$ cat src/hw/rtl/rssv_pkg.sv
`default_nettype none

package rssv_pkg;

    localparam logic [5:0] FIELDS_PER_ROW = 6'd36;
    localparam logic [5:0] SCHED_LEN      = 6'd36;

    localparam logic [31:0] MAGIC_WORD_RST = 32'h3153_5452;
    localparam logic [31:0] MAX_ROWS_RST   = 32'd1000000;

    localparam logic [0:0] CFG_MAGIC_WORD = 1'b0;
    localparam logic [0:0] CFG_MAX_ROWS   = 1'b1;

    typedef enum logic [2:0] {
        PH_MAGIC = 3'd0,
        PH_COUNT = 3'd1,
        PH_FIELD = 3'd2,
        PH_LEN   = 3'd3,
        PH_STR   = 3'd4,
        PH_NUM   = 3'd5,
        PH_DONE  = 3'd6,
        PH_ERR   = 3'd7
    } phase_t;

    typedef enum logic [2:0] {
        FT_STR   = 3'd0,
        FT_NUM   = 3'd1,
        FT_BOOL  = 3'd2,
        FT_NBOOL = 3'd3,
        FT_NSTR  = 3'd4,
        FT_NNUM  = 3'd5
    } ftype_t;

    typedef enum logic [2:0] {
        ST_RUN   = 3'd0,
        ST_OK    = 3'd1,
        ST_MAGIC = 3'd2,
        ST_COUNT = 3'd3,
        ST_ROW   = 3'd4,
        ST_TRAIL = 3'd5
    } status_t;

    typedef enum logic [1:0] {
        ROLE_HEADER  = 2'd0,
        ROLE_TAG     = 2'd1,
        ROLE_CONTENT = 2'd2,
        ROLE_IGNORED = 2'd3
    } role_t;

    typedef struct packed {
        logic [7:0] data_byte;
        logic       end_of_payload;
    } item_t;

    typedef struct packed {
        status_t     status;
        logic [31:0] row_number;
        logic [5:0]  field_number;
        role_t       byte_role;
        logic [7:0]  byte_value;
        logic        payload_done;
    } result_t;

    localparam ftype_t SCHED_TABLE [0:35] = '{
        FT_STR,   FT_STR,   FT_STR,  FT_STR,  FT_STR,  FT_STR,  FT_NUM,  FT_STR,  FT_NUM,
        FT_STR,   FT_STR,   FT_NBOOL, FT_NBOOL, FT_BOOL, FT_BOOL, FT_BOOL, FT_BOOL, FT_STR,
        FT_STR,   FT_STR,   FT_NUM,  FT_STR,  FT_NUM,  FT_NUM,  FT_NUM,  FT_STR,  FT_NSTR,
        FT_NSTR,  FT_STR,   FT_STR,  FT_STR,  FT_NNUM, FT_BOOL, FT_NUM,  FT_STR,  FT_STR
    };

    // schedule repeats past its length
    function automatic ftype_t sched_type(input logic [5:0] pos);
        logic [5:0] idx;
        idx = (pos < SCHED_LEN) ? pos : (pos - SCHED_LEN);
        return SCHED_TABLE[idx];
    endfunction

endpackage

`default_nettype wire

$ cat src/hw/rtl/rssv_in_reg.sv
`default_nettype none

module rssv_in_reg (
    input  wire logic           aclk,
    input  wire logic           aresetn,
    input  wire logic           s_valid,
    output logic                s_ready,
    input  wire logic [7:0]     s_data_byte,
    input  wire logic           s_end_of_payload,
    input  wire logic           advance,
    output logic                item_valid,
    output rssv_pkg::item_t     item
);
    import rssv_pkg::*;

    logic  valid_reg;
    logic  valid_next;
    item_t item_reg;

    assign s_ready    = !valid_reg || advance;
    assign item_valid = valid_reg;
    assign item       = item_reg;

    always_comb begin
        valid_next = valid_reg;
        if (s_valid && s_ready) begin
            valid_next = 1'b1;
        end else if (advance) begin
            valid_next = 1'b0;
        end
    end

    always_ff @(posedge aclk) begin
        if (!aresetn) begin
            valid_reg <= 1'b0;
        end else begin
            valid_reg <= valid_next;
        end
    end

    always_ff @(posedge aclk) begin
        if (s_valid && s_ready) begin
            item_reg.data_byte      <= s_data_byte;
            item_reg.end_of_payload <= s_end_of_payload;
        end
    end

endmodule

`default_nettype wire

$ cat src/hw/rtl/rssv_core.sv
`default_nettype none

module rssv_core (
    input  wire logic           aclk,
    input  wire logic           aresetn,
    input  wire logic           cfg_wr_en,
    input  wire logic [0:0]     cfg_index,
    input  wire logic [31:0]    cfg_wr_data,
    input  wire rssv_pkg::item_t in_item,
    input  wire logic           advance,
    output rssv_pkg::result_t   result
);
    import rssv_pkg::*;

    logic [31:0] magic_word_reg;
    logic [31:0] max_rows_reg;

    phase_t      phase_reg,        phase_next;
    logic [2:0]  byte_in_item_reg, byte_in_item_next;
    logic [5:0]  field_pos_reg,    field_pos_next;
    logic [31:0] string_left_reg,  string_left_next;
    logic [31:0] length_shift_reg, length_shift_next;
    logic [31:0] row_pos_reg,      row_pos_next;
    logic [31:0] row_total_reg,    row_total_next;
    status_t     error_held_reg,   error_held_next;

    ftype_t      ftype;
    logic [7:0]  b;
    logic        last;
    logic [4:0]  byte_sh;
    logic [31:0] b_shifted;
    logic [31:0] count_full;
    logic [31:0] len_full;
    logic [31:0] str_dec;
    logic [5:0]  fld_inc;
    logic [31:0] row_inc;
    logic [7:0]  magic_byte;
    logic        do_finish;
    logic        do_fail;
    status_t     fail_code;

    assign b          = in_item.data_byte;
    assign last       = in_item.end_of_payload;
    assign ftype      = sched_type(field_pos_reg);
    assign byte_sh    = {byte_in_item_reg[1:0], 3'b000};
    assign b_shifted  = {24'd0, b} << byte_sh;
    assign count_full = row_total_reg | b_shifted;
    assign len_full   = length_shift_reg | b_shifted;
    assign str_dec    = string_left_reg - 32'd1;
    assign fld_inc    = field_pos_reg + 6'd1;
    assign row_inc    = row_pos_reg + 32'd1;
    assign magic_byte = magic_word_reg[byte_sh +: 8];

    always_comb begin
        phase_next          = phase_reg;
        byte_in_item_next   = byte_in_item_reg;
        field_pos_next      = field_pos_reg;
        string_left_next    = string_left_reg;
        length_shift_next   = length_shift_reg;
        row_pos_next        = row_pos_reg;
        row_total_next      = row_total_reg;
        error_held_next     = error_held_reg;
        do_finish           = 1'b0;
        do_fail             = 1'b0;
        fail_code           = ST_ROW;

        result.status       = ST_RUN;
        result.row_number   = row_pos_reg;
        result.field_number = field_pos_reg;
        result.byte_role    = ROLE_IGNORED;
        result.byte_value   = b;
        result.payload_done = last;

        unique case (phase_reg)
            PH_MAGIC: begin
                result.byte_role    = ROLE_HEADER;
                result.row_number   = '0;
                result.field_number = '0;
                if (b != magic_byte) begin
                    do_fail   = 1'b1;
                    fail_code = ST_MAGIC;
                end else if (byte_in_item_reg >= 3'd3) begin
                    byte_in_item_next = '0;
                    row_total_next    = '0;
                    phase_next        = PH_COUNT;
                end else begin
                    byte_in_item_next = byte_in_item_reg + 3'd1;
                end
            end
            PH_COUNT: begin
                result.byte_role    = ROLE_HEADER;
                result.row_number   = '0;
                result.field_number = '0;
                row_total_next      = count_full;
                if (byte_in_item_reg >= 3'd3) begin
                    byte_in_item_next = '0;
                    if (count_full > max_rows_reg) begin
                        do_fail   = 1'b1;
                        fail_code = ST_COUNT;
                    end else begin
                        row_pos_next   = '0;
                        field_pos_next = '0;
                        phase_next     = (count_full == 32'd0) ? PH_DONE : PH_FIELD;
                    end
                end else begin
                    byte_in_item_next = byte_in_item_reg + 3'd1;
                end
            end
            PH_FIELD: begin
                case (ftype) inside
                    FT_STR: begin
                        result.byte_role  = ROLE_TAG;
                        length_shift_next = {24'd0, b};
                        byte_in_item_next = 3'd1;
                        phase_next        = PH_LEN;
                    end
                    FT_NUM: begin
                        result.byte_role  = ROLE_CONTENT;
                        byte_in_item_next = 3'd1;
                        phase_next        = PH_NUM;
                    end
                    FT_BOOL, FT_NBOOL: begin
                        result.byte_role = ROLE_CONTENT;
                        if (b > ((ftype == FT_BOOL) ? 8'd1 : 8'd2)) begin
                            do_fail = 1'b1;
                        end else begin
                            do_finish = 1'b1;
                        end
                    end
                    default: begin
                        result.byte_role = ROLE_TAG;
                        if (b > 8'd1) begin
                            do_fail = 1'b1;
                        end else if (b == 8'd0) begin
                            do_finish = 1'b1;
                        end else begin
                            byte_in_item_next = '0;
                            length_shift_next = '0;
                            phase_next        = (ftype == FT_NSTR) ? PH_LEN : PH_NUM;
                        end
                    end
                endcase
            end
            PH_LEN: begin
                result.byte_role  = ROLE_TAG;
                length_shift_next = len_full;
                if (byte_in_item_reg >= 3'd3) begin
                    byte_in_item_next = '0;
                    string_left_next  = len_full;
                    if (len_full == 32'd0) begin
                        do_finish = 1'b1;
                    end else begin
                        phase_next = PH_STR;
                    end
                end else begin
                    byte_in_item_next = byte_in_item_reg + 3'd1;
                end
            end
            PH_STR: begin
                result.byte_role = ROLE_CONTENT;
                string_left_next = str_dec;
                if (str_dec == 32'd0) begin
                    do_finish = 1'b1;
                end
            end
            PH_NUM: begin
                result.byte_role = ROLE_CONTENT;
                if (byte_in_item_reg >= 3'd7) begin
                    do_finish = 1'b1;
                end else begin
                    byte_in_item_next = byte_in_item_reg + 3'd1;
                end
            end
            PH_DONE: begin
                do_fail   = 1'b1;
                fail_code = ST_TRAIL;
            end
            default: begin
            end
        endcase

        if (do_fail) begin
            error_held_next = fail_code;
            phase_next      = PH_ERR;
        end else if (do_finish) begin
            byte_in_item_next = '0;
            if (fld_inc >= FIELDS_PER_ROW) begin
                field_pos_next = '0;
                row_pos_next   = row_inc;
                phase_next     = (row_inc == row_total_reg) ? PH_DONE : PH_FIELD;
            end else begin
                field_pos_next = fld_inc;
                phase_next     = PH_FIELD;
            end
        end

        if (phase_next == PH_ERR) begin
            result.status = error_held_next;
        end else if (last) begin
            case (phase_next)
                PH_DONE:  result.status = ST_OK;
                PH_MAGIC: result.status = ST_MAGIC;
                PH_COUNT: result.status = ST_COUNT;
                default:  result.status = ST_ROW;
            endcase
        end

        // rearm for the next payload
        if (last) begin
            phase_next        = PH_MAGIC;
            byte_in_item_next = '0;
            field_pos_next    = '0;
            string_left_next  = '0;
            length_shift_next = '0;
            row_pos_next      = '0;
            row_total_next    = '0;
            error_held_next   = ST_RUN;
        end
    end

    always_ff @(posedge aclk) begin
        if (!aresetn) begin
            magic_word_reg <= MAGIC_WORD_RST;
            max_rows_reg   <= MAX_ROWS_RST;
        end else if (cfg_wr_en) begin
            unique case (cfg_index)
                CFG_MAGIC_WORD: magic_word_reg <= cfg_wr_data;
                CFG_MAX_ROWS:   max_rows_reg   <= cfg_wr_data;
                default: begin
                end
            endcase
        end
    end

    always_ff @(posedge aclk) begin
        if (!aresetn) begin
            phase_reg        <= PH_MAGIC;
            byte_in_item_reg <= '0;
            field_pos_reg    <= '0;
            string_left_reg  <= '0;
            length_shift_reg <= '0;
            row_pos_reg      <= '0;
            row_total_reg    <= '0;
            error_held_reg   <= ST_RUN;
        end else if (advance) begin
            phase_reg        <= phase_next;
            byte_in_item_reg <= byte_in_item_next;
            field_pos_reg    <= field_pos_next;
            string_left_reg  <= string_left_next;
            length_shift_reg <= length_shift_next;
            row_pos_reg      <= row_pos_next;
            row_total_reg    <= row_total_next;
            error_held_reg   <= error_held_next;
        end
    end

`ifndef SYNTH
    a_err_has_code: assert property (@(posedge aclk) disable iff (!aresetn)
        (phase_reg == PH_ERR) |-> (error_held_reg != ST_RUN && error_held_reg != ST_OK))
        else $error("error phase without an error code");

    a_no_code_outside_err: assert property (@(posedge aclk) disable iff (!aresetn)
        (phase_reg != PH_ERR) |-> (error_held_reg == ST_RUN))
        else $error("error code held outside error phase");

    a_string_nonzero: assert property (@(posedge aclk) disable iff (!aresetn)
        (phase_reg == PH_STR) |-> (string_left_reg != 32'd0))
        else $error("string phase with no bytes left");

    a_field_in_row: assert property (@(posedge aclk) disable iff (!aresetn)
        field_pos_reg < FIELDS_PER_ROW)
        else $error("field position beyond row");

    a_rearm: assert property (@(posedge aclk) disable iff (!aresetn)
        (advance && last) |=> (phase_reg == PH_MAGIC && row_pos_reg == 32'd0
                               && byte_in_item_reg == 3'd0))
        else $error("no rearm after end of payload");
`endif

endmodule

`default_nettype wire

$ cat src/hw/rtl/rssv_out_reg.sv
`default_nettype none

module rssv_out_reg (
    input  wire logic              aclk,
    input  wire logic              aresetn,
    input  wire logic              advance,
    input  wire rssv_pkg::result_t result,
    output logic                   out_free,
    output logic                   m_valid,
    input  wire logic              m_ready,
    output rssv_pkg::result_t      m_result
);
    import rssv_pkg::*;

    logic    valid_reg;
    logic    valid_next;
    result_t result_reg;

    assign out_free = !valid_reg || m_ready;
    assign m_valid  = valid_reg;
    assign m_result = result_reg;

    always_comb begin
        valid_next = valid_reg;
        if (advance) begin
            valid_next = 1'b1;
        end else if (m_ready) begin
            valid_next = 1'b0;
        end
    end

    always_ff @(posedge aclk) begin
        if (!aresetn) begin
            valid_reg <= 1'b0;
        end else begin
            valid_reg <= valid_next;
        end
    end

    always_ff @(posedge aclk) begin
        if (advance) begin
            result_reg <= result;
        end
    end

endmodule

`default_nettype wire

$ cat src/hw/rtl/record_snapshot_stream_validator.sv
// channel | ports                                      | request moves
// s_      | s_valid s_ready s_data_byte s_end_of_payload | one payload byte
// m_      | m_valid m_ready m_status .. m_payload_done   | one verdict per byte
// cfg_    | cfg_wr_en cfg_index cfg_wr_data               | one register write
//
// one byte per cycle sustained while m_ready is high; a byte reaches m_ via the input then the result register
// the schedule check and counter updates sit between the input and result registers
// aresetn (synchronous) restores magic_word 0x31535452 and max_rows 1000000
// a stall on m_ holds the result; one byte waits in the input register
// state rearms after each end_of_payload byte, registers are kept
`default_nettype none

module record_snapshot_stream_validator (
    input  wire logic        aclk,
    input  wire logic        aresetn,
    input  wire logic        cfg_wr_en,
    input  wire logic [0:0]  cfg_index,
    input  wire logic [31:0] cfg_wr_data,
    input  wire logic        s_valid,
    output logic             s_ready,
    input  wire logic [7:0]  s_data_byte,
    input  wire logic        s_end_of_payload,
    output logic             m_valid,
    input  wire logic        m_ready,
    output logic [2:0]       m_status,
    output logic [31:0]      m_row_number,
    output logic [5:0]       m_field_number,
    output logic [1:0]       m_byte_role,
    output logic [7:0]       m_byte_value,
    output logic             m_payload_done
);
    import rssv_pkg::*;

    logic    item_valid;
    item_t   item;
    logic    out_free;
    logic    advance;
    result_t result;
    result_t m_result;

    assign advance = item_valid && out_free;

    rssv_in_reg u_in_reg (
        .aclk             (aclk),
        .aresetn          (aresetn),
        .s_valid          (s_valid),
        .s_ready          (s_ready),
        .s_data_byte      (s_data_byte),
        .s_end_of_payload (s_end_of_payload),
        .advance          (advance),
        .item_valid       (item_valid),
        .item             (item)
    );

    rssv_core u_core (
        .aclk        (aclk),
        .aresetn     (aresetn),
        .cfg_wr_en   (cfg_wr_en),
        .cfg_index   (cfg_index),
        .cfg_wr_data (cfg_wr_data),
        .in_item     (item),
        .advance     (advance),
        .result      (result)
    );

    rssv_out_reg u_out_reg (
        .aclk     (aclk),
        .aresetn  (aresetn),
        .advance  (advance),
        .result   (result),
        .out_free (out_free),
        .m_valid  (m_valid),
        .m_ready  (m_ready),
        .m_result (m_result)
    );

    assign m_status       = m_result.status;
    assign m_row_number   = m_result.row_number;
    assign m_field_number = m_result.field_number;
    assign m_byte_role    = m_result.byte_role;
    assign m_byte_value   = m_result.byte_value;
    assign m_payload_done = m_result.payload_done;

endmodule

`default_nettype wire
$ cat config.mk
export PLATFORM = sky130hd
export DESIGN_NAME = record_snapshot_stream_validator
export DESIGN_NICKNAME = d
export VERILOG_FILES = /design/src/hw/rtl/rssv_pkg.sv /design/src/hw/rtl/rssv_in_reg.sv /design/src/hw/rtl/rssv_core.sv /design/src/hw/rtl/rssv_out_reg.sv /design/src/hw/rtl/record_snapshot_stream_validator.sv
export SDC_FILE = /design/constraint.sdc
export NUM_CORES = 1
export LEC_CHECK = 0
export BUFFER_PORTS_ARGS = -buffer_cell sky130_fd_sc_hd__clkbuf_2
export CAP_MARGIN = 25
export CORE_ASPECT_RATIO = 1.5
export CORE_MARGIN = 5
export CORE_UTILIZATION = 35
export DETAILED_ROUTE_END_ITERATION = 16
export GPL_TIMING_DRIVEN = 0
export SKIP_CTS_REPAIR_TIMING = 1
export SLEW_MARGIN = 20
export SYNTH_ARGS = -nofsm -noshare
export SYNTH_HDL_FRONTEND = slang
export SYNTH_SLANG_ARGS = --single-unit
$ cat constraint.sdc
create_clock -name aclk -period 6.8 [get_ports aclk]
set_input_delay 0.68 -clock aclk [delete_from_list [all_inputs] [get_ports aclk]]
set_output_delay 0.68 -clock aclk [all_outputs]
set_load 0.03 [all_outputs]
# Yosys cells after proc, flatten, opt, wreduce, memory -nomap -nowiden
# Memory sizes are Yosys's and may differ from the RTL's.
# Cells that the tools add are included.
[word_totals] in_bits=47 memories=1 mem_bits_ro=192 reg_bits=270 wordCells=189
[memory_table] memory="(no name shown)" depth=64 width=3 read_ports=1 rd_clocked_by_memory_dff=0 write_ports=0 line="rssv_pkg.sv:75" source="return SCHED_TABLE[idx];"
[classes] n_mux=100 n_shift=2 n_bitwise=4 eq_ne=22 magnitude_cmp=8 add_sub_neg=5 reduce_logical=27
[op_table] operator="32-bit 2-to-1 mux" n=18
[op_table] operator="32-bit one-hot mux with 2 select lines" n=3
[op_table] operator="3-bit 2-to-1 mux" n=38
[op_table] operator="32-bit zero test" n=3
[op_table] operator="32-bit OR" n=2
[op_table] operator="6-bit 2-to-1 mux" n=8
[op_table] operator="32-bit by 1-bit adder with 32-bit output, second input constant" n=1
[op_table] operator="32-bit equality test" n=1
[op_table] operator="32-bit greater-than comparator" n=1
[op_table] operator="32-bit by 6-bit variable part select with 8-bit output" n=1
[op_table] operator="8-bit by 5-bit left shift with 32-bit output" n=1
[op_table] operator="32-bit by 1-bit subtractor with 32-bit output, second input constant" n=1
[op_table] operator="3-bit one-hot mux with 4 select lines" n=2
[op_table] operator="1-bit 2-to-1 mux" n=22
[op_table] operator="3-bit equality test, second input constant" n=6
[op_table] operator="3-bit one-hot mux with 3 select lines" n=2
[op_table] operator="4-bit by 3-bit inequality test with 1-bit output, second input constant" n=4
[op_table] operator="3-bit by 2-bit equality test with 1-bit output, second input constant" n=4
[op_table] operator="3-bit by 1-bit equality test with 1-bit output, second input constant" n=3
[op_table] operator="3-bit zero test" n=3
[op_table] operator="3-bit nonzero test" n=3
[op_table] operator="8-bit by 1-bit greater-than comparator with 1-bit output, second input constant" n=1
[op_table] operator="8-bit greater-than comparator" n=1
[op_table] operator="8-bit zero test" n=1
[op_table] operator="other kinds (25)" n=38

# Logic depth before layout (Yosys ltp)
[logic_depth] depth_word=20 ltp_mapped=20 depth_no_buf=17

# Modules after synthesis
# Synthesis repeated with hierarchy kept, for this count alone.
[unflattened] cells_unflattened=1899 area_unflattened_um2=15417.3
[modules_own_cells] module="rssv_core" seq_area_each_um2=4144.0 area_each_um2=13472.9 instances=1 cells_per_inst=1828
[modules_own_cells] module="rssv_out_reg" seq_area_each_um2=1581.5 area_each_um2=1610.3 instances=1 cells_per_inst=56
[modules_own_cells] module="rssv_in_reg" seq_area_each_um2=290.3 area_each_um2=327.8 instances=1 cells_per_inst=14
[modules_own_cells] module="record_snapshot_stream_validator" seq_area_each_um2=0.0 area_each_um2=6.3 instances=1 cells_per_inst=1

# Worst setup path after synthesis
# No wires, ideal clock.
[synth_path] kind="register to register" start="register u_core.field_pos_reg[2]" end="register u_out_reg.result_reg (netlist bit u_out_reg.m_result[51]) (data pin)" setup_ns=0.256 synth_period_minus_slack_ns=4.354 arrival_ns=4.097 path_stages_with_launch=20 t_required_ns=6.544 slack_ns=2.446 cell_sequence="dfxtp_1 clkbuf_1 inv_1 ha_1 clkbuf_1 nor3b_1 a21oi_1 o31a_1 o21ai_1 and3_1 ha_1 nor2b_1 o21ai_0 a21oi_1 a21oi_1 and4bb_2 nor4b_1 mux2_2 and3b_1 a22o_1"
[synth_rtl] element="start, declared" line="rssv_core.sv:20" source="logic [5:0] field_pos_reg, field_pos_next;"
[synth_rtl] element="start signal, assigned" line="rssv_core.sv:248" source="field_pos_reg <= field_pos_next;"
[synth_rtl] element="end signal, assigned" line="rssv_out_reg.sv:42" source="result_reg <= result;"
[synth_rtl] element="end, declared" line="rssv_out_reg.sv:17" source="result_t result_reg;"

==> results.md <==
* Max reg flops at 52
* CTS tree: done
* Yosys top cell by area: dfxtp_1
* Critical path fanouts, max at 10
* Vias per Instance at ~5.7
* Net count, final at 2104
* H-tree levels at 1
* Global route overflow at 0
* Synth cell count leaders: nand2_1, dfxtp_1, a21oi_1
* Initial antenna violation count at 0
* Max IR drop VDD at roughly 0.00022 V
* Synth Flop Type: dfxtp_1
* Vias in the first global route at between 10k and 15k
* Async S/R FF share, synth at 0%
* Die ar. at roughly 0.048 mm2
* Reg2reg start: u_core.byte_in_item_reg[1]
* Combinational share of power at between 10% and 20%
* Place WS at approximately 1.5 ns
* Flop pwr share at 44.2%
* Internal power at 0.00279 W
* CP Cell Sequence: clkbuf_1, clkbuf_1, clkbuf_1, and3_1, or2_2, ha_1, nand4_1, nor4_1, nand2_1, a22oi_1, nor4b_1, nor4b_1, mux2_2, xnor2_1, a22o_1
* Area of the multi-input gates at between 0.008 and 0.009 mm2
* Detailed Route WL at around 55000 um
* Clock sinks at 270
* Row count at 94
* Largest stage delay on the critical path at 0.53 ns
* Fin. max-slew vios at 0
* Switch share at 27.8%
* Fmax at roughly 0.18 GHz
* Post-synth top area share at around 27%
* Layout cells sized above 1 at approximately a tenth
* Post-synthesis net count at 1973
* Synthesized netlist cell count at 1880
* Clock tree buffer depth at 3
* Critical Path Most Common Cell: clkbuf_1
* Synthesis-stage register bit count at 270
* Hold Startpoint: s_data_byte[1]
* Clock Skews at just under 0.03 ns
* Post-route ant nets at 0
* Seq/Total Area, Yosys at a little under 40%
* TritonRoute pass-1 iters at 7
* Relative slew margins at 39.7%
* Crit end category: flop
* Class of the worst hold path: input pin to flop
* Routed WL per cell at 20.9 um
* Slew of the pin with the lowest slew margin at 0.905 ns
* DR vias at between 10k and 15k
* Maxcap violations at 0
* Total GRT Usage at between 20 and 25%
* DRC viols at 0
* CTS Root Cell: clkbuf_16
* Psw at 0.00108 W
* ANT cells at 0
* Worst r2r path cells at 15
* Pleak at roughly 6.6 nW
* Count of final hold-check violations at 0
* Worst Path Required at between 7 and 8 ns
* Clock power share at between 40 and 50%
* RSZ-0062 raised after global routing: false
* Area delta synth->final at 14.6%
* Final Setup Violations at 0
* Synthesis Warnings at 0
* Cell area after synthesis at between 0.015 and 0.02 mm2
* Die H at 266 um
* Die X at between 150 and 200 um
* WHS Path Cells at 1
* CTS buffer count at 29
* Synth area leaders: dfxtp_1, edfxtp_1, a21oi_1
* Startpoint type of the worst setup path: flop
* Drt initial violations at 1416
* Core Footprint at approximately 0.044 mm2
* Status: completed
* Worst reg2reg setup slack at ~1.3 ns
* # IOs at between 100 and 150
* Pwr dens at between 200 and 250 mW/mm2
* Post-DP HPWL at around 42000 um
* Arrival @ worst endpoint at around 6 ns
* Initial core utilization at a little over a third
* Clock Pin Slew Worst Setup and Hold Paths at ~0.070 ns
* Reg2Reg Capture Point: u_out_reg.m_result[51]
* Critical path class: flop to flop
* Global-route wire length before repair at approximately 84000 um
* Final Worst Setup Slack at 1.30 ns
* Setup TNS at 0 ns
* Fin crit share at slightly above 80%
* Clk_lat worst skew at 0.60 ns
* Post-Syn Area per Cell at between 8 and 9 um2
* Period minus WS final at between 5 and 6 ns
* Crit path max-delay cell type: clkbuf_1
* Number of synthesized flops with an enable pin at just over 60
* Most frequent cell after synthesis: nand2_1
* Largest net degree at the start of global routing at 62
* IO buf count at 100
* Layout fillers at 4485
* CP startpoint: u_core.byte_in_item_reg[1]
* Routability congestion estimate at between 0.9 and 1
* Cell variety after synth at a little over 80
* Register area at ~0.006 mm2
* Hold endpoint: u_in_reg.item[2]
==> cells in the final DEF (no fill, tap or decap), drive strengths merged, types with 31 or more instances in the layout <==
cell,count
clkbuf,264
nand2,222
dfxtp,209
a21oi,193
nor2,164
nand3,85
inv,71
o21ai,68
edfxtp,61
nor3,59
ha,46
xnor2,44
nor2b,40
nand4,34
xor2,31
==> metrics by stage <==
step	cells	hold WS, ns	area, um2	power [W]	util (%)
after floorplan	1880	0.421	15300	0.00205	-
after global placement	2556	0.433	16500	0.00221	37.9
after detailed placement	2556	0.444	16500	0.00221	37.9
after CTS	2610	0.231	17500	0.00389	40.2
after global routing	2610	0.242	17500	0.00400	40.2
final	2610	0.253	17500	0.00387	40.2
==> layer usage <==
layer  routed length [um]  track usage (%)  vias up
met2                27600             40.0      599
met1                21100             25.5     7005
met5                    0                0        -
met4                 2920             10.2        0
li1                     -                -     7093
met3                 3000             2.14      165
==> logic make-up (layout without fill, tap and decap cells) <==
logic type	count (synthesis)	count (layout)	synth area share (%)
compound gates	480	480	20.1
xor+xnor	75	75	4.29
fa+ha+maj	46	46	3.76
buf+inv	216	370	5.56
flops	270	270	39.3
mux	15	15	1.64
simple gates	778	778	25.4
==> final cells by class <==
cell class	count	share of cell area [%]
multi-input combinational	1394	48.2
sequential	270	34.3
clock buffer	39	4.65
tap	576	4.11
buffer	147	3.37
timing repair buffer	100	2.85
inverter	69	1.49
clock inverter	15	1.05
==> power by group through the flow <==
stage	clock network, W	registers [W]	logic (W)
2_1_floorplan	0	0.00177	0.000277
3_3_place_gp	0	0.00174	0.000461
4_1_cts	0.00171	0.00171	0.000467
5_1_grt	0.00177	0.00171	0.000508
6_report	0.00169	0.00171	0.000470
3_5_place_dp	0	0.00175	0.000465
==> critical path, delay by kind of cell, from the launching register on <==
family	cells	cell delay, ns
AND/OR/NAND/NOR	7	2.05
adder cells (fa/ha/maj)	1	0.18
buffers and inverters	3	1.46
flip-flops	1	0.33
AO/OA/AOI/OAI	2	0.70
multiplexers	1	0.36
XOR/XNOR	1	0.15
==> worst max-delay path by stage <==
stage	slack, ns	endpoint	cells after the start
final	1.30	u_out_reg.m_result[51]	15
after global routing	0.87	u_core.row_pos_reg[14]	18
after CTS	1.42	u_core.row_pos_reg[2]	19
after detailed placement	1.50	u_core.row_pos_reg[2]	19
after global placement	1.48	u_core.row_pos_reg[1]	19
after floorplan	2.45	u_out_reg.m_result[51]	19
Note: power is estimated with default switching activity, not from simulation.
